### config.mk
export PLATFORM = sky130hd
export DESIGN_NAME = heap_sort_bytes_flat
export DESIGN_NICKNAME = d
export VERILOG_FILES = /design/src/rtl/hsb_pkg.sv /design/src/rtl/hsb_if.sv /design/src/rtl/hsb_dpath.sv /design/src/rtl/hsb_ctrl.sv /design/src/rtl/heap_sort_bytes.sv /design/src/flat_wrapper.sv
export SDC_FILE = /design/constraint.sdc
export NUM_CORES = 1
export LEC_CHECK = 0
export BUFFER_PORTS_ARGS = -buffer_cell sky130_fd_sc_hd__buf_2
export CORE_MARGIN = 2
export CORE_UTILIZATION = 55
export DETAILED_ROUTE_END_ITERATION = 8
export PLACE_DENSITY_LB_ADDON = 0.08
export SLEW_MARGIN = 20
export SYNTH_ARGS = -nofsm -noshare
export SYNTH_HDL_FRONTEND = slang
export SYNTH_SLANG_ARGS = --single-unit
### constraint.sdc
create_clock -name clk -period 10.5 [get_ports clk]
set_input_delay 1.575 -clock clk [delete_from_list [all_inputs] [get_ports clk]]
set_output_delay 1.575 -clock clk [all_outputs]
set_load 0.02 [all_outputs]
### src/rtl/hsb_pkg.sv
package hsb_pkg;

  localparam int MAX_ITEMS = 64;
  localparam int ADDR_W    = $clog2(MAX_ITEMS);
  localparam int CNT_W     = ADDR_W + 1;

  typedef logic [7:0]        byte_t;
  typedef logic [ADDR_W-1:0] addr_t;
  typedef logic [CNT_W-1:0]  cnt_t;

  typedef enum logic [3:0] {
    ST_LOAD,
    ST_BUILD_INIT,
    ST_BUILD_CHECK,
    ST_SORT_CHECK,
    ST_SORT_RD,
    ST_SORT_WR0,
    ST_SORT_WRK,
    ST_SIFT_START,
    ST_SIFT_CUR,
    ST_SIFT_NEXT,
    ST_SIFT_LEFT,
    ST_SIFT_RIGHT,
    ST_SIFT_SWAP,
    ST_SIFT_W2,
    ST_OUT_LOAD,
    ST_OUT_WAIT
  } state_t;

  typedef enum logic [2:0] {
    RD_CUR,
    RD_LEFT,
    RD_RIGHT,
    RD_ZERO,
    RD_KM1,
    RD_KP1
  } rd_sel_t;

  typedef enum logic [2:0] {
    WR_NONE,
    WR_CUR_BEST,
    WR_BEST_CUR,
    WR_ZERO_RDATA,
    WR_KM1_CUR
  } wr_sel_t;

  typedef enum logic [2:0] {
    K_HOLD,
    K_HALF_N,
    K_N,
    K_DEC,
    K_INC,
    K_ZERO
  } k_op_t;

  typedef enum logic [1:0] {
    CUR_HOLD,
    CUR_KM1,
    CUR_ZERO,
    CUR_BEST
  } cur_op_t;

  typedef enum logic [1:0] {
    HS_HOLD,
    HS_N,
    HS_KM1
  } hs_op_t;

  typedef struct packed {
    logic    load;
    rd_sel_t rd_sel;
    wr_sel_t wr_sel;
    k_op_t   k_op;
    cur_op_t cur_op;
    hs_op_t  hs_op;
    logic    cur_capture;
    logic    best_from_cur;
    logic    cmp_left;
    logic    cmp_right;
    logic    hold_capture;
    logic    out_load;
    logic    msg_clear;
  } cmd_t;

  typedef struct packed {
    logic in_last;
    logic left_out;
    logic k_zero;
    logic k_le1;
    logic best_is_cur;
    logic out_end;
  } sts_t;

endpackage

### src/rtl/hsb_if.sv
interface hsb_in_if;
  logic          valid;
  logic          ready;
  hsb_pkg::byte_t byte_value;
  logic          is_last;

  modport source (output valid, output byte_value, output is_last, input ready);
  modport sink   (input valid, input byte_value, input is_last, output ready);
endinterface

interface hsb_out_if;
  logic          valid;
  logic          ready;
  hsb_pkg::byte_t sorted_value;
  logic          end_of_run;
  logic          truncated;

  modport source (output valid, output sorted_value, output end_of_run, output truncated,
                  input ready);
  modport sink   (input valid, input sorted_value, input end_of_run, input truncated,
                  output ready);
endinterface

### src/rtl/hsb_dpath.sv
module hsb_dpath (
  input  logic           clk,
  input  logic           rst_n,
  input  hsb_pkg::cmd_t  cmd,
  output hsb_pkg::sts_t  sts,
  input  hsb_pkg::byte_t in_byte,
  input  logic           in_last,
  output hsb_pkg::byte_t out_value,
  output logic           out_end,
  output logic           out_trunc
);

  hsb_pkg::byte_t mem [hsb_pkg::MAX_ITEMS];
  hsb_pkg::byte_t rdata_r;

  hsb_pkg::cnt_t  count_r, count_nxt;
  logic           ovf_r, ovf_nxt;
  hsb_pkg::cnt_t  k_r, k_nxt;
  hsb_pkg::cnt_t  hs_r, hs_nxt;
  hsb_pkg::addr_t cur_r, cur_nxt;
  hsb_pkg::addr_t bi_r, bi_nxt;
  hsb_pkg::byte_t cv_r, cv_nxt;
  hsb_pkg::byte_t bv_r, bv_nxt;
  hsb_pkg::byte_t out_value_r, out_value_nxt;
  logic           out_end_r, out_end_nxt;

  hsb_pkg::cnt_t         left_w;
  logic [hsb_pkg::CNT_W:0] right_w;
  logic                  right_in;
  hsb_pkg::cnt_t         km1_w;
  hsb_pkg::cnt_t         kp1_w;
  logic                  room_w;
  hsb_pkg::addr_t        raddr;
  logic                  we;
  hsb_pkg::addr_t        waddr;
  hsb_pkg::byte_t        wdata;

  assign left_w   = {cur_r, 1'b1};
  assign right_w  = {1'b0, left_w} + {{hsb_pkg::CNT_W{1'b0}}, 1'b1};
  assign right_in = right_w < {1'b0, hs_r};
  assign km1_w    = k_r - hsb_pkg::cnt_t'(1);
  assign kp1_w    = k_r + hsb_pkg::cnt_t'(1);
  assign room_w   = count_r < hsb_pkg::cnt_t'(hsb_pkg::MAX_ITEMS);

  assign sts.in_last     = in_last;
  assign sts.left_out    = left_w >= hs_r;
  assign sts.k_zero      = k_r == '0;
  assign sts.k_le1       = k_r <= hsb_pkg::cnt_t'(1);
  assign sts.best_is_cur = bi_r == cur_r;
  assign sts.out_end     = out_end_r;

  assign out_value = out_value_r;
  assign out_end   = out_end_r;
  assign out_trunc = ovf_r;

  always_comb begin
    unique case (cmd.rd_sel)
      hsb_pkg::RD_CUR:   raddr = cur_r;
      hsb_pkg::RD_LEFT:  raddr = left_w[hsb_pkg::ADDR_W-1:0];
      hsb_pkg::RD_RIGHT: raddr = right_w[hsb_pkg::ADDR_W-1:0];
      hsb_pkg::RD_ZERO:  raddr = '0;
      hsb_pkg::RD_KM1:   raddr = km1_w[hsb_pkg::ADDR_W-1:0];
      hsb_pkg::RD_KP1:   raddr = kp1_w[hsb_pkg::ADDR_W-1:0];
      default:           raddr = cur_r;
    endcase
  end

  always_comb begin
    we    = 1'b0;
    waddr = cur_r;
    wdata = bv_r;
    if (cmd.load) begin
      we    = room_w;
      waddr = count_r[hsb_pkg::ADDR_W-1:0];
      wdata = in_byte;
    end else begin
      unique case (cmd.wr_sel)
        hsb_pkg::WR_NONE: we = 1'b0;
        hsb_pkg::WR_CUR_BEST: begin
          we    = 1'b1;
          waddr = cur_r;
          wdata = bv_r;
        end
        hsb_pkg::WR_BEST_CUR: begin
          we    = 1'b1;
          waddr = bi_r;
          wdata = cv_r;
        end
        hsb_pkg::WR_ZERO_RDATA: begin
          we    = 1'b1;
          waddr = '0;
          wdata = rdata_r;
        end
        hsb_pkg::WR_KM1_CUR: begin
          we    = 1'b1;
          waddr = km1_w[hsb_pkg::ADDR_W-1:0];
          wdata = cv_r;
        end
        default: we = 1'b0;
      endcase
    end
  end

  always_ff @(posedge clk) begin
    if (we) begin
      mem[waddr] <= wdata;
    end
    rdata_r <= mem[raddr];
  end

  always_comb begin
    count_nxt = count_r;
    ovf_nxt   = ovf_r;
    if (cmd.msg_clear) begin
      count_nxt = '0;
      ovf_nxt   = 1'b0;
    end else if (cmd.load) begin
      if (room_w) begin
        count_nxt = count_r + hsb_pkg::cnt_t'(1);
      end else begin
        ovf_nxt = 1'b1;
      end
    end
  end

  always_comb begin
    unique case (cmd.k_op)
      hsb_pkg::K_HOLD:   k_nxt = k_r;
      hsb_pkg::K_HALF_N: k_nxt = count_r >> 1;
      hsb_pkg::K_N:      k_nxt = count_r;
      hsb_pkg::K_DEC:    k_nxt = km1_w;
      hsb_pkg::K_INC:    k_nxt = kp1_w;
      hsb_pkg::K_ZERO:   k_nxt = '0;
      default:           k_nxt = k_r;
    endcase
    unique case (cmd.cur_op)
      hsb_pkg::CUR_HOLD: cur_nxt = cur_r;
      hsb_pkg::CUR_KM1:  cur_nxt = km1_w[hsb_pkg::ADDR_W-1:0];
      hsb_pkg::CUR_ZERO: cur_nxt = '0;
      hsb_pkg::CUR_BEST: cur_nxt = bi_r;
      default:           cur_nxt = cur_r;
    endcase
    unique case (cmd.hs_op)
      hsb_pkg::HS_HOLD: hs_nxt = hs_r;
      hsb_pkg::HS_N:    hs_nxt = count_r;
      hsb_pkg::HS_KM1:  hs_nxt = km1_w;
      default:          hs_nxt = hs_r;
    endcase
  end

  always_comb begin
    cv_nxt = cv_r;
    bv_nxt = bv_r;
    bi_nxt = bi_r;
    if (cmd.cur_capture) begin
      cv_nxt = rdata_r;
      bv_nxt = rdata_r;
      bi_nxt = cur_r;
    end else if (cmd.best_from_cur) begin
      bv_nxt = cv_r;
      bi_nxt = cur_r;
    end else if (cmd.cmp_left) begin
      if (rdata_r > bv_r) begin
        bv_nxt = rdata_r;
        bi_nxt = left_w[hsb_pkg::ADDR_W-1:0];
      end
    end else if (cmd.cmp_right) begin
      if (right_in && (rdata_r > bv_r)) begin
        bv_nxt = rdata_r;
        bi_nxt = right_w[hsb_pkg::ADDR_W-1:0];
      end
    end else if (cmd.hold_capture) begin
      cv_nxt = rdata_r;
    end
  end

  always_comb begin
    out_value_nxt = out_value_r;
    out_end_nxt   = out_end_r;
    if (cmd.out_load) begin
      out_value_nxt = rdata_r;
      out_end_nxt   = kp1_w == count_r;
    end
  end

  always_ff @(posedge clk) begin
    if (!rst_n) begin
      count_r <= '0;
      ovf_r   <= 1'b0;
    end else begin
      count_r <= count_nxt;
      ovf_r   <= ovf_nxt;
    end
  end

  always_ff @(posedge clk) begin
    k_r         <= k_nxt;
    hs_r        <= hs_nxt;
    cur_r       <= cur_nxt;
    bi_r        <= bi_nxt;
    cv_r        <= cv_nxt;
    bv_r        <= bv_nxt;
    out_value_r <= out_value_nxt;
    out_end_r   <= out_end_nxt;
  end

endmodule

### src/rtl/hsb_ctrl.sv
module hsb_ctrl (
  input  logic          clk,
  input  logic          rst_n,
  input  logic          in_valid,
  output logic          in_ready,
  output logic          out_valid,
  input  logic          out_ready,
  input  hsb_pkg::sts_t sts,
  output hsb_pkg::cmd_t cmd
);

  hsb_pkg::state_t state_r, state_nxt;
  logic            sort_phase_r, sort_phase_nxt;
  hsb_pkg::state_t sift_ret;

  assign sift_ret = sort_phase_r ? hsb_pkg::ST_SORT_CHECK : hsb_pkg::ST_BUILD_CHECK;

  always_ff @(posedge clk) begin
    if (!rst_n) begin
      state_r      <= hsb_pkg::ST_LOAD;
      sort_phase_r <= 1'b0;
    end else begin
      state_r      <= state_nxt;
      sort_phase_r <= sort_phase_nxt;
    end
  end

  always_comb begin
    state_nxt          = state_r;
    sort_phase_nxt     = sort_phase_r;
    in_ready           = 1'b0;
    out_valid          = 1'b0;
    cmd.load           = 1'b0;
    cmd.rd_sel         = hsb_pkg::RD_CUR;
    cmd.wr_sel         = hsb_pkg::WR_NONE;
    cmd.k_op           = hsb_pkg::K_HOLD;
    cmd.cur_op         = hsb_pkg::CUR_HOLD;
    cmd.hs_op          = hsb_pkg::HS_HOLD;
    cmd.cur_capture    = 1'b0;
    cmd.best_from_cur  = 1'b0;
    cmd.cmp_left       = 1'b0;
    cmd.cmp_right      = 1'b0;
    cmd.hold_capture   = 1'b0;
    cmd.out_load       = 1'b0;
    cmd.msg_clear      = 1'b0;

    unique case (state_r)
      hsb_pkg::ST_LOAD: begin
        in_ready = 1'b1;
        cmd.load = in_valid;
        if (in_valid && sts.in_last) begin
          sort_phase_nxt = 1'b0;
          state_nxt      = hsb_pkg::ST_BUILD_INIT;
        end
      end
      hsb_pkg::ST_BUILD_INIT: begin
        cmd.k_op  = hsb_pkg::K_HALF_N;
        state_nxt = hsb_pkg::ST_BUILD_CHECK;
      end
      hsb_pkg::ST_BUILD_CHECK: begin
        if (sts.k_zero) begin
          cmd.k_op       = hsb_pkg::K_N;
          sort_phase_nxt = 1'b1;
          state_nxt      = hsb_pkg::ST_SORT_CHECK;
        end else begin
          cmd.cur_op = hsb_pkg::CUR_KM1;
          cmd.hs_op  = hsb_pkg::HS_N;
          state_nxt  = hsb_pkg::ST_SIFT_START;
        end
      end
      hsb_pkg::ST_SORT_CHECK: begin
        cmd.rd_sel = hsb_pkg::RD_ZERO;
        if (sts.k_le1) begin
          cmd.k_op  = hsb_pkg::K_ZERO;
          state_nxt = hsb_pkg::ST_OUT_LOAD;
        end else begin
          state_nxt = hsb_pkg::ST_SORT_RD;
        end
      end
      hsb_pkg::ST_SORT_RD: begin
        cmd.hold_capture = 1'b1;
        cmd.rd_sel       = hsb_pkg::RD_KM1;
        state_nxt        = hsb_pkg::ST_SORT_WR0;
      end
      hsb_pkg::ST_SORT_WR0: begin
        cmd.wr_sel = hsb_pkg::WR_ZERO_RDATA;
        state_nxt  = hsb_pkg::ST_SORT_WRK;
      end
      hsb_pkg::ST_SORT_WRK: begin
        cmd.wr_sel = hsb_pkg::WR_KM1_CUR;
        cmd.cur_op = hsb_pkg::CUR_ZERO;
        cmd.hs_op  = hsb_pkg::HS_KM1;
        state_nxt  = hsb_pkg::ST_SIFT_START;
      end
      hsb_pkg::ST_SIFT_START: begin
        if (sts.left_out) begin
          cmd.k_op  = hsb_pkg::K_DEC;
          state_nxt = sift_ret;
        end else begin
          cmd.rd_sel = hsb_pkg::RD_CUR;
          state_nxt  = hsb_pkg::ST_SIFT_CUR;
        end
      end
      hsb_pkg::ST_SIFT_CUR: begin
        cmd.cur_capture = 1'b1;
        cmd.rd_sel      = hsb_pkg::RD_LEFT;
        state_nxt       = hsb_pkg::ST_SIFT_LEFT;
      end
      hsb_pkg::ST_SIFT_NEXT: begin
        if (sts.left_out) begin
          cmd.k_op  = hsb_pkg::K_DEC;
          state_nxt = sift_ret;
        end else begin
          cmd.best_from_cur = 1'b1;
          cmd.rd_sel        = hsb_pkg::RD_LEFT;
          state_nxt         = hsb_pkg::ST_SIFT_LEFT;
        end
      end
      hsb_pkg::ST_SIFT_LEFT: begin
        cmd.cmp_left = 1'b1;
        cmd.rd_sel   = hsb_pkg::RD_RIGHT;
        state_nxt    = hsb_pkg::ST_SIFT_RIGHT;
      end
      hsb_pkg::ST_SIFT_RIGHT: begin
        cmd.cmp_right = 1'b1;
        state_nxt     = hsb_pkg::ST_SIFT_SWAP;
      end
      hsb_pkg::ST_SIFT_SWAP: begin
        if (sts.best_is_cur) begin
          cmd.k_op  = hsb_pkg::K_DEC;
          state_nxt = sift_ret;
        end else begin
          cmd.wr_sel = hsb_pkg::WR_CUR_BEST;
          state_nxt  = hsb_pkg::ST_SIFT_W2;
        end
      end
      hsb_pkg::ST_SIFT_W2: begin
        cmd.wr_sel = hsb_pkg::WR_BEST_CUR;
        cmd.cur_op = hsb_pkg::CUR_BEST;
        state_nxt  = hsb_pkg::ST_SIFT_NEXT;
      end
      hsb_pkg::ST_OUT_LOAD: begin
        cmd.out_load = 1'b1;
        state_nxt    = hsb_pkg::ST_OUT_WAIT;
      end
      hsb_pkg::ST_OUT_WAIT: begin
        out_valid = 1'b1;
        if (out_ready) begin
          if (sts.out_end) begin
            cmd.msg_clear = 1'b1;
            state_nxt     = hsb_pkg::ST_LOAD;
          end else begin
            cmd.k_op   = hsb_pkg::K_INC;
            cmd.rd_sel = hsb_pkg::RD_KP1;
            state_nxt  = hsb_pkg::ST_OUT_LOAD;
          end
        end
      end
      default: state_nxt = hsb_pkg::ST_LOAD;
    endcase
  end

endmodule

### src/rtl/heap_sort_bytes.sv
// Byte heapsort: collect a message, sort it ascending, stream it back.
// Input channel in_ch: one byte per item; the item with is_last set closes
//   the message. in_ch.ready is high only while a message is being loaded,
//   one item per cycle. Bytes beyond 64 are dropped and flagged.
// Output channel out_ch: one sorted byte per item, end_of_run on the final
//   one, truncated on every item of a message that lost bytes.
// Sorting: after the closing item, a heap build and sort-down pass run on
//   the buffer memory, which has one read port and one write port. Each
//   sift level reads cur (first level only), left and right, then takes two
//   writes for a swap; each extraction adds a root swap with the last item.
// Throughput: one byte loaded per cycle; each emitted byte is read as the
//   previous one is taken, loaded in ST_OUT_LOAD and offered in ST_OUT_WAIT.
// Stall: a result holds on out_ch until taken; sorting work is complete by
//   then, so only the emission sequence waits.
// Reset (rst_n, synchronous): byte count and drop flag clear, the block
//   waits for the first byte of a message. No memory clearing is needed.
module heap_sort_bytes (
  input  logic  clk,
  input  logic  rst_n,
  hsb_in_if.sink    in_ch,
  hsb_out_if.source out_ch
);

  hsb_pkg::cmd_t cmd;
  hsb_pkg::sts_t sts;

  hsb_ctrl u_ctrl (
    .clk       (clk),
    .rst_n     (rst_n),
    .in_valid  (in_ch.valid),
    .in_ready  (in_ch.ready),
    .out_valid (out_ch.valid),
    .out_ready (out_ch.ready),
    .sts       (sts),
    .cmd       (cmd)
  );

  hsb_dpath u_dpath (
    .clk       (clk),
    .rst_n     (rst_n),
    .cmd       (cmd),
    .sts       (sts),
    .in_byte   (in_ch.byte_value),
    .in_last   (in_ch.is_last),
    .out_value (out_ch.sorted_value),
    .out_end   (out_ch.end_of_run),
    .out_trunc (out_ch.truncated)
  );

endmodule
### src/flat_wrapper.sv
// flat-port wrapper written by rule: the top's interface ports become plain ports
module heap_sort_bytes_flat 
  (clk, rst_n, in_ch_valid, in_ch_byte_value, in_ch_is_last, in_ch_ready, out_ch_valid, out_ch_sorted_value, out_ch_end_of_run, out_ch_truncated, out_ch_ready);
  hsb_in_if in_ch_i ();
  hsb_out_if out_ch_i ();
  input  logic clk;
  input  logic rst_n;
  input wire logic [$bits(in_ch_i.valid)-1:0] in_ch_valid;
  input wire logic [$bits(in_ch_i.byte_value)-1:0] in_ch_byte_value;
  input wire logic [$bits(in_ch_i.is_last)-1:0] in_ch_is_last;
  output wire logic [$bits(in_ch_i.ready)-1:0] in_ch_ready;
  output wire logic [$bits(out_ch_i.valid)-1:0] out_ch_valid;
  output wire logic [$bits(out_ch_i.sorted_value)-1:0] out_ch_sorted_value;
  output wire logic [$bits(out_ch_i.end_of_run)-1:0] out_ch_end_of_run;
  output wire logic [$bits(out_ch_i.truncated)-1:0] out_ch_truncated;
  input wire logic [$bits(out_ch_i.ready)-1:0] out_ch_ready;
  assign in_ch_i.valid = in_ch_valid;
  assign in_ch_i.byte_value = in_ch_byte_value;
  assign in_ch_i.is_last = in_ch_is_last;
  assign in_ch_ready = in_ch_i.ready;
  assign out_ch_valid = out_ch_i.valid;
  assign out_ch_sorted_value = out_ch_i.sorted_value;
  assign out_ch_end_of_run = out_ch_i.end_of_run;
  assign out_ch_truncated = out_ch_i.truncated;
  assign out_ch_i.ready = out_ch_ready;
  heap_sort_bytes u_core (.clk(clk), .rst_n(rst_n), .in_ch(in_ch_i), .out_ch(out_ch_i));
endmodule
==> results of run 1 <==
## worst max-delay path: stages, from the launching register on
cell     delay, ns
dfxtp_1       0.91
nor2b_1       0.45
and2_1        0.21
o21a_1        0.40
nor2_2        0.26
a22oi_1       0.26
nand2_1       0.08
o21ai_1       0.35
nor2b_1       0.35
nand3_1       0.50
nor2_1        1.04
## logic make-up (layout without fill, tap and decap cells)
| kind of cell | after synthesis | after routing | synth area share (%) |
|---|---|---|---|
| muxes | 90 | 90 | 4.958 |
| adders and majority gates | 26 | 26 | 1.273 |
| DFF | 584 | 584 | 67.78 |
| AOI/OAI and AO/OA | 357 | 357 | 9.945 |
| xor gates and xnor gates | 40 | 40 | 1.370 |
| buffers and inverters | 142 | 184 | 3.030 |
| and+or+nand+nor | 651 | 651 | 11.65 |
## worst paths after layout
kind                            cells after the start  slack [ns]                     start                       end
worst max register to register                     10        5.27  u_core.u_ctrl.state_r[1]  u_core.u_dpath.mem[6][1]
worst max-delay path                               10        5.27  u_core.u_ctrl.state_r[1]  u_core.u_dpath.mem[6][1]
worst min-delay path                                2        0.46  u_core.u_dpath.out_trunc  u_core.u_dpath.out_trunc
worst min register to register                      2        0.46  u_core.u_dpath.out_trunc  u_core.u_dpath.out_trunc
## flip-flops by register name (all words and copies together) (netlist names)
signal                      count
u_core.u_dpath.mem            512
u_core.u_dpath.out_trunc        1
u_core.u_dpath.cur_r            6
u_core.u_dpath.count_r          7
u_core.u_dpath.out_value        8
u_core.u_dpath.k_r              7
u_core.u_dpath.bi_r             6
u_core.u_dpath.hs_r             7
u_core.u_ctrl.state_r           4
u_core.u_dpath.out_end          1
u_core.u_dpath.bv_r             8
u_core.u_dpath.cv_r             8
u_core.u_ctrl.sort_phase_r      1
u_core.u_dpath.rdata_r          8
## layout by cell type (no fill, tap or decap), types with 15 or more instances in the layout
cell / count
nand3_1: 84
inv_1: 25
dfxtp_1: 21
o21ai_0: 51
clkbuf_16: 59
mux4_2: 25
mux2i_1: 27
and3_1: 40
edfxtp_1: 563
clkbuf_1: 15
ha_1: 26
a21oi_1: 60
a311oi_1: 16
a31oi_1: 44
buf_2: 24
mux2_2: 33
xor2_1: 17
nand2_1: 294
nor2_1: 141
a22oi_1: 24
xnor2_1: 23
buf_4: 25
a211oi_1: 30
## per-layer routing
metal | wire (um) | part of all wire [%] | up-vias
li1 | - | - | 7210
met1 | 28980 | 42 | 8084
met2 | 31820 | 46 | 834
met3 | 6217 | 9.0 | 147
met4 | 2373 | 3.4 | 2
met5 | 9 | 0.013 | -
## final cells by class
type                            count  area, um2  share of cell area [%]
Clock buffer                       75       1546                   5.548
Timing Repair Buffer               51      342.8                   1.230
Multi-Input combinational cell   1164       7599                   27.26
Sequential cell                   584      17330                   62.15
Inverter                           27      101.3                  0.3636
Clock inverter                     31      210.2                  0.7540
Tap cell                          600      750.7                   2.693
## power by group through the flow
stage	Combinational (mW)	Clock (mW)	Sequential (mW)
floorplan	1.61	0	2.99
global placement	2.29	0	3.03
detailed placement	2.32	0	3.03
CTS	2.33	1.98	2.98
global route	2.52	2.06	3.00
finish	2.36	1.96	2.99
## stage by stage
step	power, mW	setup WS [ns]	instance area (um2)	cells
finish	7.304	5.270	27880	2532
global route	7.577	4.998	27880	2532
CTS	7.293	5.334	27860	2531
detailed placement	5.353	4.866	26110	2425
global placement	5.317	4.921	26110	2425
floorplan	4.600	5.537	25560	1890
==> results.md, run 1 <==
* Vias per cell at 6.429
* Period utilization at 49.81%
* Internal at 4.666 mW
* Pwr dens at 262.0 mW/mm2
* Synthesized instance count at 1890
* Die area at 0.04822 mm2
* Post-Syn Nets at 1929
* Crit path arrival time at 5.46 ns
* Ys flop type: edfxtp_1
* Starting density of the core at 55.97%
* Iteration-0 DRC Markers at 2063
* Worst-Skew Late Latency at 0.62 ns
* Min Tclk post-route at 5.230 ns
* Sequential share of power at 40.9%
* GR peak layer: met2
* Nature of the critical path endpoint: flip-flop
* P&R area growth vs syn at 9.044%
* Final Max Slew Viols at 0
* Initial antenna violation count at 1
* Core area at 0.04567 mm2
* Layout Skew at 0.02448 ns
* Largest cells by area after synthesis: edfxtp_1 66%, nand2_1 4.3%, mux4_2 2.2%, nor2_1 2.1%, dfxtp_1 1.6%
* Vias post-DR at 16280
* First-pass GRT wire length at 103100 um
* Worst-margin pin slew at 1.111 ns
* Post-synth EDFFs at 563
* Worst-path clk slew at 0.06 ns
* Routed len/inst at 27.41 um
* WL final at 69400 um
* FFs w/ async S/R, synth at 0%
* Worst Setup Path Type: flip-flop to flip-flop
* Fillers at 3530
* Share of cells above drive strength 1 at 12.32%
* CP max FO at 23
* Row cnt at 78
* LEAKAGE at 9.211 nW
* Most frequent cells after synthesis: 563 x edfxtp_1, 296 x nand2_1, 141 x nor2_1
* Worst hold slack at 0.4601 ns
* M1 GR Usage at 42.02%
* Number of global-route vias before repair at 15740
* Yosys reg bits at 584
* RSZ-0062 raised after global routing: false
* Count leader, synth: edfxtp_1
* Startpoint Class: flip-flop
* Area fraction of the dominant cell type after synthesis at 66.13%
* Max-slew headroom at 25.66%
* Post-Route Setup TNS at 0 ns
* CTS tree: done
* Hold-fix buffers, CTS at 0
* Max Freq at 191.2 MHz
* Largest net degree at the start of global routing at 104
* Maximum Capacitance Violations at 0
* Die height at 219.6 um
* # clock sinks at 584
* Yosys warning count at 0
* # IOs at 25
* Clock network power share at 26.8%
* Setup Viol. Count Final at 0
* Sequential share of the synthesized area at 67.78%
* Psw at 2.637 mW
* Post-synthesis instance area at 0.02556 mm2
* Final hold violation count at 0
* Die width at 219.6 um
* Post-CTS setup buffer count at 0
* Count of cell types in the netlist at 99
* Routability-driven placement congestion ratio at 0.8823
* Global route total overflow at 0
* Avg Inst Size Synth at 13.53 um2
* Ant. Diodes at 0
* Clock root buffer: clkbuf_16
* CTS Buf Count at 58
* Post-route DRC at 0
* Tot GR Track Use at 29.33%
* HP Class: flip-flop to flip-flop
* Htree depth at 2
* Outcome: complete, no violations
* Post_cts resized at 0
* Antenna-violating nets left at 0
* Peak VDD IR at 0.1961 mV
* Detailed placement HPWL at 42150 um
* GR Util met3 at 5.825%
* Comb power frac at 32.3%
* Worst Path Required at 10.73 ns
* I/O Buffers at 24
* Util after Layout at 61.03%
* Switching Share at 36.11%
* GR Layer Usage met2 at 45.43%
* Post-synth top area cell: edfxtp_1
* Detailed Routing Iterations Pass 1 at 5
* NumNets Final at 1925
* Max clock buf depth at 3
Note: power is estimated with default switching activity, not from simulation.
==> inputs of run 2 (changes only) <==
--- a/config.mk
+++ b/config.mk
@@ -5,6 +5,7 @@
 export SDC_FILE = /design/constraint.sdc
 export NUM_CORES = 1
 export LEC_CHECK = 0
+export ABC_AREA = 1
 export BUFFER_PORTS_ARGS = -buffer_cell sky130_fd_sc_hd__buf_2
 export CORE_MARGIN = 2
 export CORE_UTILIZATION = 55
==> constraint.sdc (replaced) <==
create_clock -name clk -period 5.1 [get_ports clk]
set_input_delay 0.765 -clock clk [delete_from_list [all_inputs] [get_ports clk]]
set_output_delay 0.765 -clock clk [all_outputs]
set_load 0.02 [all_outputs]
==> results.md, run 2 <==
* Largest cells by area after synthesis: edfxtp_1 64%, nand2_1 13%, nand3_1 9.7%, nor2_1 1.9%, buf_2 1.8%
* Pwr dens at 418.3 mW/mm2 (+60%)
* Synthesized instance count at 2607 (+38%)
* Crit path arrival time at 4.65 ns (-0.81 ns)
* Min Tclk post-route at 4.409 ns (-0.8206 ns)
* Setup slack at placement at 0.7037 ns (-4.162 ns)
* Vias per cell at 5.941 (-7.6%)
* Iteration-0 DRC Markers at 2289 (+11%)
* First-pass GRT wire length at 110500 um (+7.2%)
* Die area at 0.04975 mm2 (+3.2%)
* NumNets Final at 2624 (+36%)
* Most flop-heavy register: u_core.u_dpath.mem
* Htree depth at 2 (unchanged)
* Max Freq at 226.8 MHz (+19%)
* Ys flop type: edfxtp_1
* Final hold violation count at 0 (unchanged)
* # clock sinks at 584 (unchanged)
* Worst reg2reg startpoint: u_core.u_ctrl.state_r[3]
* Post-synthesis instance area at 0.02639 mm2 (+3.2%)
* I/O Buffers at 24 (unchanged)
* HP Class: input port to flip-flop
* Post-Route Setup TNS at 0 ns (unchanged)
* CTS tree: done
* Post_cts resized at 0 (unchanged)
* Starting density of the core at 55.50% (-0.47 points)
* Max clock buf depth at 3 (unchanged)
* WL final at 72600 um (+4.6%)
* Max-slew headroom at 28.19% (+2.5 points)
* Antenna-violating nets left at 0 (unchanged)
* R2R setup slack at 0.69 ns (-4.58 ns)
* # IOs at 25 (unchanged)
* Peak VDD IR at 0.3500 mV (+79%)
* Post-Syn Nets at 2646 (+37%)
* Tot GR Track Use at 29.29% (-0.040 points)
* Post-route DRC at 0 (unchanged)
* Routability-driven placement congestion ratio at 0.9442 (+7.0%)
* Period utilization at 86.45% (+37 points)
* Yosys reg bits at 584 (unchanged)
* Avg Inst Size Synth at 10.12 um2 (-25%)
* Worst Path Required at 5.34 ns (-5.39 ns)
* CP max FO at 15 (-35%)
* Initial antenna violation count at 0 (-1)
* Setup ws final at 0.6910 ns (-4.579 ns)
* Count of cell types in the netlist at 44 (-56%)
* FFs w/ async S/R, synth at 0% (unchanged)
* Worst-Skew Late Latency at 0.63 ns (about the same)
* Largest net degree at the start of global routing at 176 (+69%)
* LEAKAGE at 11.26 nW (+22%)
* Worst-margin pin slew at 1.077 ns (-0.03391 ns)
* Hold depth at 3 (+1)
* Final Max Slew Viols at 0 (unchanged)
* Routed len/inst at 22.34 um (-19%)
* Row cnt at 80 (+2.6%)
* Post-synth EDFFs at 563 (unchanged)
* Yosys warning count at 0 (unchanged)
* Reg2reg path depth at 13 (+3)
* P&R area growth vs syn at 9.957%
* Nature of the critical path endpoint: flip-flop
* Core area at 0.04755 mm2 (+4.1%)
* Die width at 223.0 um (+1.6%)
* Worst-path clk slew at 0.06 ns (about the same)
* Ant. Diodes at 0 (unchanged)
* Dpl cells at 3139 (+29%)
* Layout Skew at 0.01953 ns (-0.004951 ns)
* Largest register FFs at 512 (unchanged)
* R2r endpoint: u_core.u_dpath.mem[10][7]
* Layout Cells excl Fill at 3250 (+28%)
* Count leader, synth: nand2_1
* Share of cells above drive strength 1 at 6.945% (-5.4 points)
* Detailed Routing Iterations Pass 1 at 6 (+1)
* Die height at 223.0 um (+1.6%)
* Hold-fix buffers, CTS at 0 (unchanged)
* Startpoint Class: flip-flop
* Util after Layout at 61.03% (about the same)
* Maximum Capacitance Violations at 0 (unchanged)
* Outcome: complete, no violations
* Post-synth top area cell: edfxtp_1
* Number of global-route vias before repair at 18090 (+15%)
* Worst Setup Path Type: flip-flop to flip-flop
* Setup Viol. Count Final at 0 (unchanged)
* Post-CTS setup buffer count at 0 (unchanged)
* RSZ-0062 raised after global routing: false
* CTS Buf Count at 59 (+1.7%)
* Most frequent cells in the layout: 914 x nand2_1, 563 x edfxtp_1, 510 x nand3_1
* Area fraction of the dominant cell type after synthesis at 64.07% (-2.1 points)
* Sequential share of the synthesized area at 65.66% (-2.1 points)
* Clock root buffer: clkbuf_16
* Most common cell after layout, fill and taps aside: nand2_1
* Most frequent cells after synthesis: 916 x nand2_1, 563 x edfxtp_1, 510 x nand3_1
* Detailed placement HPWL at 45090 um (+7.0%)
* Global route total overflow at 0 (unchanged)
* Vias post-DR at 19310 (+19%)
* Hold Path End: u_core.u_ctrl.state_r[2]
* Origin of the worst min-delay path: rst_n
run 2: changes by cell type after synthesis, moves of 27 or more:
cell and change:
and3_1 -40, inv_1 +79, a31oi_1 -50, a211oi_1 -27, mux2_2 -33, mux2i_1 -27
nand3_1 +426, buf_2 +57, nand2_1 +620
run 2: cell families after synthesis:
logic type | synth area share (%)
buffers and inverters | 4.130
AO/OA/AOI/OAI | 3.011
XOR/XNOR | 0.5310
flip-flops | 65.66
adder cells (fa/ha/maj) | 1.233
AND/OR/NAND/NOR | 25.44
run 2: per-layer routing:
metal	share of wire (%)	up-vias	global-route usage (%)
met2	46	846	45.57
li1	-	8928	-
met4	3.5	0	10.54
met5	0	-	0
met1	42	9384	41.30
met3	8.7	151	5.874
run 2: area by class of cell:
cell class                      count  area (um2)
Clock buffer                       74        1575
Clock inverter                     37       260.3
Fill cell                        3841       18530
Inverter                          113       432.9
Multi-Input combinational cell   1765        8097
Sequential cell                   584       17330
Tap cell                          615       769.5
Timing Repair Buffer               62       555.5
run 2: report_power, final:
part | switching [mW] | internal (mW) | leakage (nW) | total, mW
Combinational | 1.71 | 0.585 | 5.14 | 2.29
Clock | 1.83 | 2.29 | 0.886 | 4.12
Sequential | 0.131 | 5.59 | 5.23 | 5.72
run 2: worst max-delay path: stages (launching register included):
cell     delay (ns)
dfxtp_1        0.36
nand2_1        0.28
nor2_2         0.17
nor2_1         0.19
inv_2          0.16
nor2_1         0.82
a21oi_1        0.18
nand2_1        0.10
o21ai_1        0.16
nor2_1         0.15
inv_1          0.06
nor2_1         0.13
nand2_1        0.45
nor2_1         0.81
run 2: per-stage QoR:
stage | hold slack (ns) | cell area, um2 | total power, mW
global route | 0.3704 | 29020 | 12.55
finish | 0.3371 | 29020 | 12.14
detailed placement | 0.4608 | 27180 | 8.068
floorplan | 0.4469 | 26390 | 7.196
global placement | 0.4573 | 27180 | 8.053
CTS | 0.3106 | 29020 | 12.14
run 2: how the worst max path moves through the flow:
stage / startpoint / end / slack [ns]
global route: u_core.u_ctrl.state_r[3] / u_core.u_dpath.mem[10][5] / 0.27
finish: u_core.u_ctrl.state_r[3] / u_core.u_dpath.mem[10][7] / 0.69
CTS: u_core.u_ctrl.state_r[3] / u_core.u_dpath.mem[25][0] / 0.72
floorplan: u_core.u_ctrl.state_r[3] / u_core.u_dpath.mem[0][3] / 1.42
detailed placement: u_core.u_ctrl.state_r[3] / u_core.u_dpath.mem[2][4] / 0.70
global placement: u_core.u_ctrl.state_r[3] / u_core.u_dpath.mem[1][0] / 0.67
==> inputs of run 3 (changes only) <==
==> constraint.sdc (replaced) <==
create_clock -name clk -period 5.1 [get_ports clk]
set_input_delay 1.02 -clock clk [delete_from_list [all_inputs] [get_ports clk]]
set_output_delay 1.02 -clock clk [all_outputs]
set_load 0.02 [all_outputs]
==> results.md, run 3 (synthesized netlist as in run 2, its figures left out) <==
* Hold-fix buffers, CTS at 0 (unchanged)
* Area of the multi-input gates at 0.008104 mm2 (about the same)
* I/O Buffers at 24 (unchanged)
* Worst-margin pin slew at 1.028 ns (-0.04909 ns)
* Min Tclk post-route at 4.258 ns (-0.1509 ns)
* Number of global-route vias before repair at 18570 (+2.7%)
* Max clock buf depth at 3 (unchanged)
* Setup slack at placement at 0.8527 ns (+0.1491 ns)
* Largest register FFs at 512 (unchanged)
* Worst Setup Path Type: flip-flop to flip-flop
* Layout Skew at 0.01399 ns (-0.005536 ns)
* Most common cell after layout, fill and taps aside: nand2_1
* Startpoint Class: flip-flop
* First-pass GRT wire length at 112300 um (+1.6%)
* Worst path bufs/invs at 4 (+2)
* Clock network power share at 35.3% (+1.3 points)
* Sequential share of power at 46.0% (-1.1 points)
* Largest net degree at the start of global routing at 185 (+5.1%)
* Most flop-heavy register: u_core.u_dpath.mem
* Outcome: complete, no violations
* Reg area at 0.01733 mm2 (unchanged)
* Post-Route Setup TNS at 0 ns (unchanged)
* Psw at 3.688 mW (+0.43%)
* NumNets Final at 2667 (+1.6%)
* Period utilization at 83.49% (-3.0 points)
* HP Class: flip-flop to flip-flop
* Setup crit start: u_core.u_dpath.cur_r[0]
* Post_cts resized at 0 (unchanged)
* Final hold violation count at 0 (unchanged)
* Die width at 223.0 um (unchanged)
* R2r endpoint: u_core.u_dpath.rdata_r[3]
* Setup Viol. Count Final at 0 (unchanged)
* # IOs at 25 (unchanged)
* Routed len/inst at 22.32 um (about the same)
* Detailed Routing Iterations Pass 1 at 6 (unchanged)
* RSZ-0062 raised after global routing: false
* Row cnt at 80 (unchanged)
* Tot GR Track Use at 29.96% (+0.67 points)
* Origin of the worst min-delay path: u_core.u_dpath.out_trunc
* Nature of the critical path endpoint: flip-flop
* CTS tree: done
* Starting density of the core at 55.50% (unchanged)
* Detailed placement HPWL at 43640 um (-3.2%)
* Hold Path End: u_core.u_dpath.out_trunc
* Die area at 0.04975 mm2 (unchanged)
* Pwr dens at 422.7 mW/mm2 (+1.1%)
* Die height at 223.0 um (unchanged)
* Switching Share at 29.69% (-0.57 points)
* Initial antenna violation count at 1 (+1)
* Cell area after layout at 0.02939 mm2 (+1.3%)
* R2R setup slack at 0.84 ns (+0.15 ns)
* Placed cell area at 0.02741 mm2 (+0.84%)
* Peak VDD IR at 0.3261 mV (-6.8%)
* Routability-driven placement congestion ratio at 0.8873 (-6.0%)
* Global route total overflow at 0 (unchanged)
* Slowest CP cell: buf_4
* Max-slew headroom at 31.47% (+3.3 points)
* Fillers at 3854 (+0.34%)
* Worst hold slack at 0.4682 ns (+0.1311 ns)
* Maximum Capacitance Violations at 0 (unchanged)
* Post-route DRC at 0 (unchanged)
* Worst-path clk slew at 0.06 ns (about the same)
* Post-CTS setup buffer count at 0 (unchanged)
* Clock root buffer: clkbuf_16
* Crit-path max cell delay at 0.75 ns (-0.07 ns)
* Internal at 8.734 mW (+3.2%)
* Dpl cells at 3180 (+1.3%)
* Final Max Slew Viols at 0 (unchanged)
* Most frequent cells in the layout: 914 x nand2_1, 563 x edfxtp_1, 510 x nand3_1
* Worst-Skew Late Latency at 0.64 ns (about the same)
* # clock sinks at 584 (unchanged)
* Setup ws final at 0.8419 ns (+0.1509 ns)
* Share of cells above drive strength 1 at 8.169% (+1.2 points)
* Top delay family on crit path: simple AND/OR/NAND/NOR gates
* Crit path arrival time at 4.84 ns (+0.19 ns)
* CP max FO at 87 (+72)
* Vias per cell at 5.842 (-1.7%)
* CP most frequent cell: nand3_1
* Hold depth at 2 (-1)
* Antenna-violating nets left at 0 (unchanged)
* Ant. Diodes at 0 (unchanged)
* Comb power frac at 18.6% (-0.3 points)
* Htree depth at 2 (unchanged)
* WL final at 73570 um (+1.3%)
* Iteration-0 DRC Markers at 2301 (+0.52%)
* Vias post-DR at 19250 (-0.28%)
* CTS Buf Count at 61 (+3.4%)
* LEAKAGE at 11.51 nW (+2.2%)
* Worst Path Required at 5.68 ns (+0.34 ns)
* Max Freq at 234.8 MHz (+3.5%)
* Reg2reg path depth at 18 (+5)
* Core area at 0.04755 mm2 (unchanged)
* Layout Cells excl Fill at 3296 (+1.4%)
* P&R area growth vs syn at 11.36%
* Critical-path cell list: inv_1, ha_1, inv_1, nand3_1, nand3_1, nand2_1, nand3_4, nand2_2, inv_8, buf_4, nand3_1, nand2_1, nand2_1, nand3_1, nand3_1, nand3_1, nand3_1, nand2_1
* Worst reg2reg startpoint: u_core.u_dpath.cur_r[0]
run 3: cell count changes in the layout (fill, tap and decap cells not counted), moves of 2 or more:
cell / delta
clkinv_1: +3
clkinvlp_4: -5
clkbuf_8: +2
buf_12: -7
bufinv_16: +4
clkbuf_1: +8
clkinv_2: -6
buf_4: +47
clkinv_4: -2
run 3: layout make-up:
class | instances | area share (%)
flip-flops and latches | 584 | 58.96
clock inverters | 31 | 1.077
multi-input cells | 1765 | 27.58
well taps | 615 | 2.618
repair buffers | 103 | 2.653
inverters | 113 | 1.473
clock buffers | 85 | 5.641
run 3: per-layer routing:
metal / part of all wire, % / vias up / wire [um] / global-route usage [%]
li1: - / 9007 / - / -
met1: 42 / 9187 / 30570 / 42.30
met4: 3.7 / 2 / 2740 / 12.28
met3: 8.5 / 148 / 6267 / 5.005
met2: 46 / 910 / 33970 / 46.61
met5: 0.018 / - / 13 / 0
run 3: power by group through the flow:
stage / logic [mW] / registers [mW] / clock network (mW)
5_1_grt: 2.53 / 5.72 / 4.63
2_1_floorplan: 1.44 / 5.76 / 0
3_5_place_dp: 2.29 / 5.82 / 0
4_1_cts: 2.30 / 5.71 / 4.45
3_3_place_gp: 2.27 / 5.81 / 0
6_report: 2.31 / 5.72 / 4.39
run 3: how the worst max path moves through the flow:
stage,endpoint,slack (ns),cells after the start
6_report,u_core.u_dpath.rdata_r[3],0.84,18
5_1_grt,u_core.u_dpath.rdata_r[2],0.54,18
4_1_cts,u_core.u_dpath.rdata_r[3],0.85,18
3_5_place_dp,u_core.u_dpath.rdata_r[3],0.85,18
3_3_place_gp,u_core.u_dpath.rdata_r[0],0.92,17
2_1_floorplan,u_core.u_dpath.mem[0][0],1.22,6
run 3: stage by stage:
step,power [mW],util [%]
3_5_place_dp,8.105,57.65
5_1_grt,12.88,61.81
6_report,12.42,61.81
4_1_cts,12.46,61.80
2_1_floorplan,7.196,-
3_3_place_gp,8.088,57.64
run 3: tightest hold or removal path: stages (launching register included):
cell,delay (ns)
dfxtp_1,0.33
a21oi_1,0.04
nor2_1,0.07
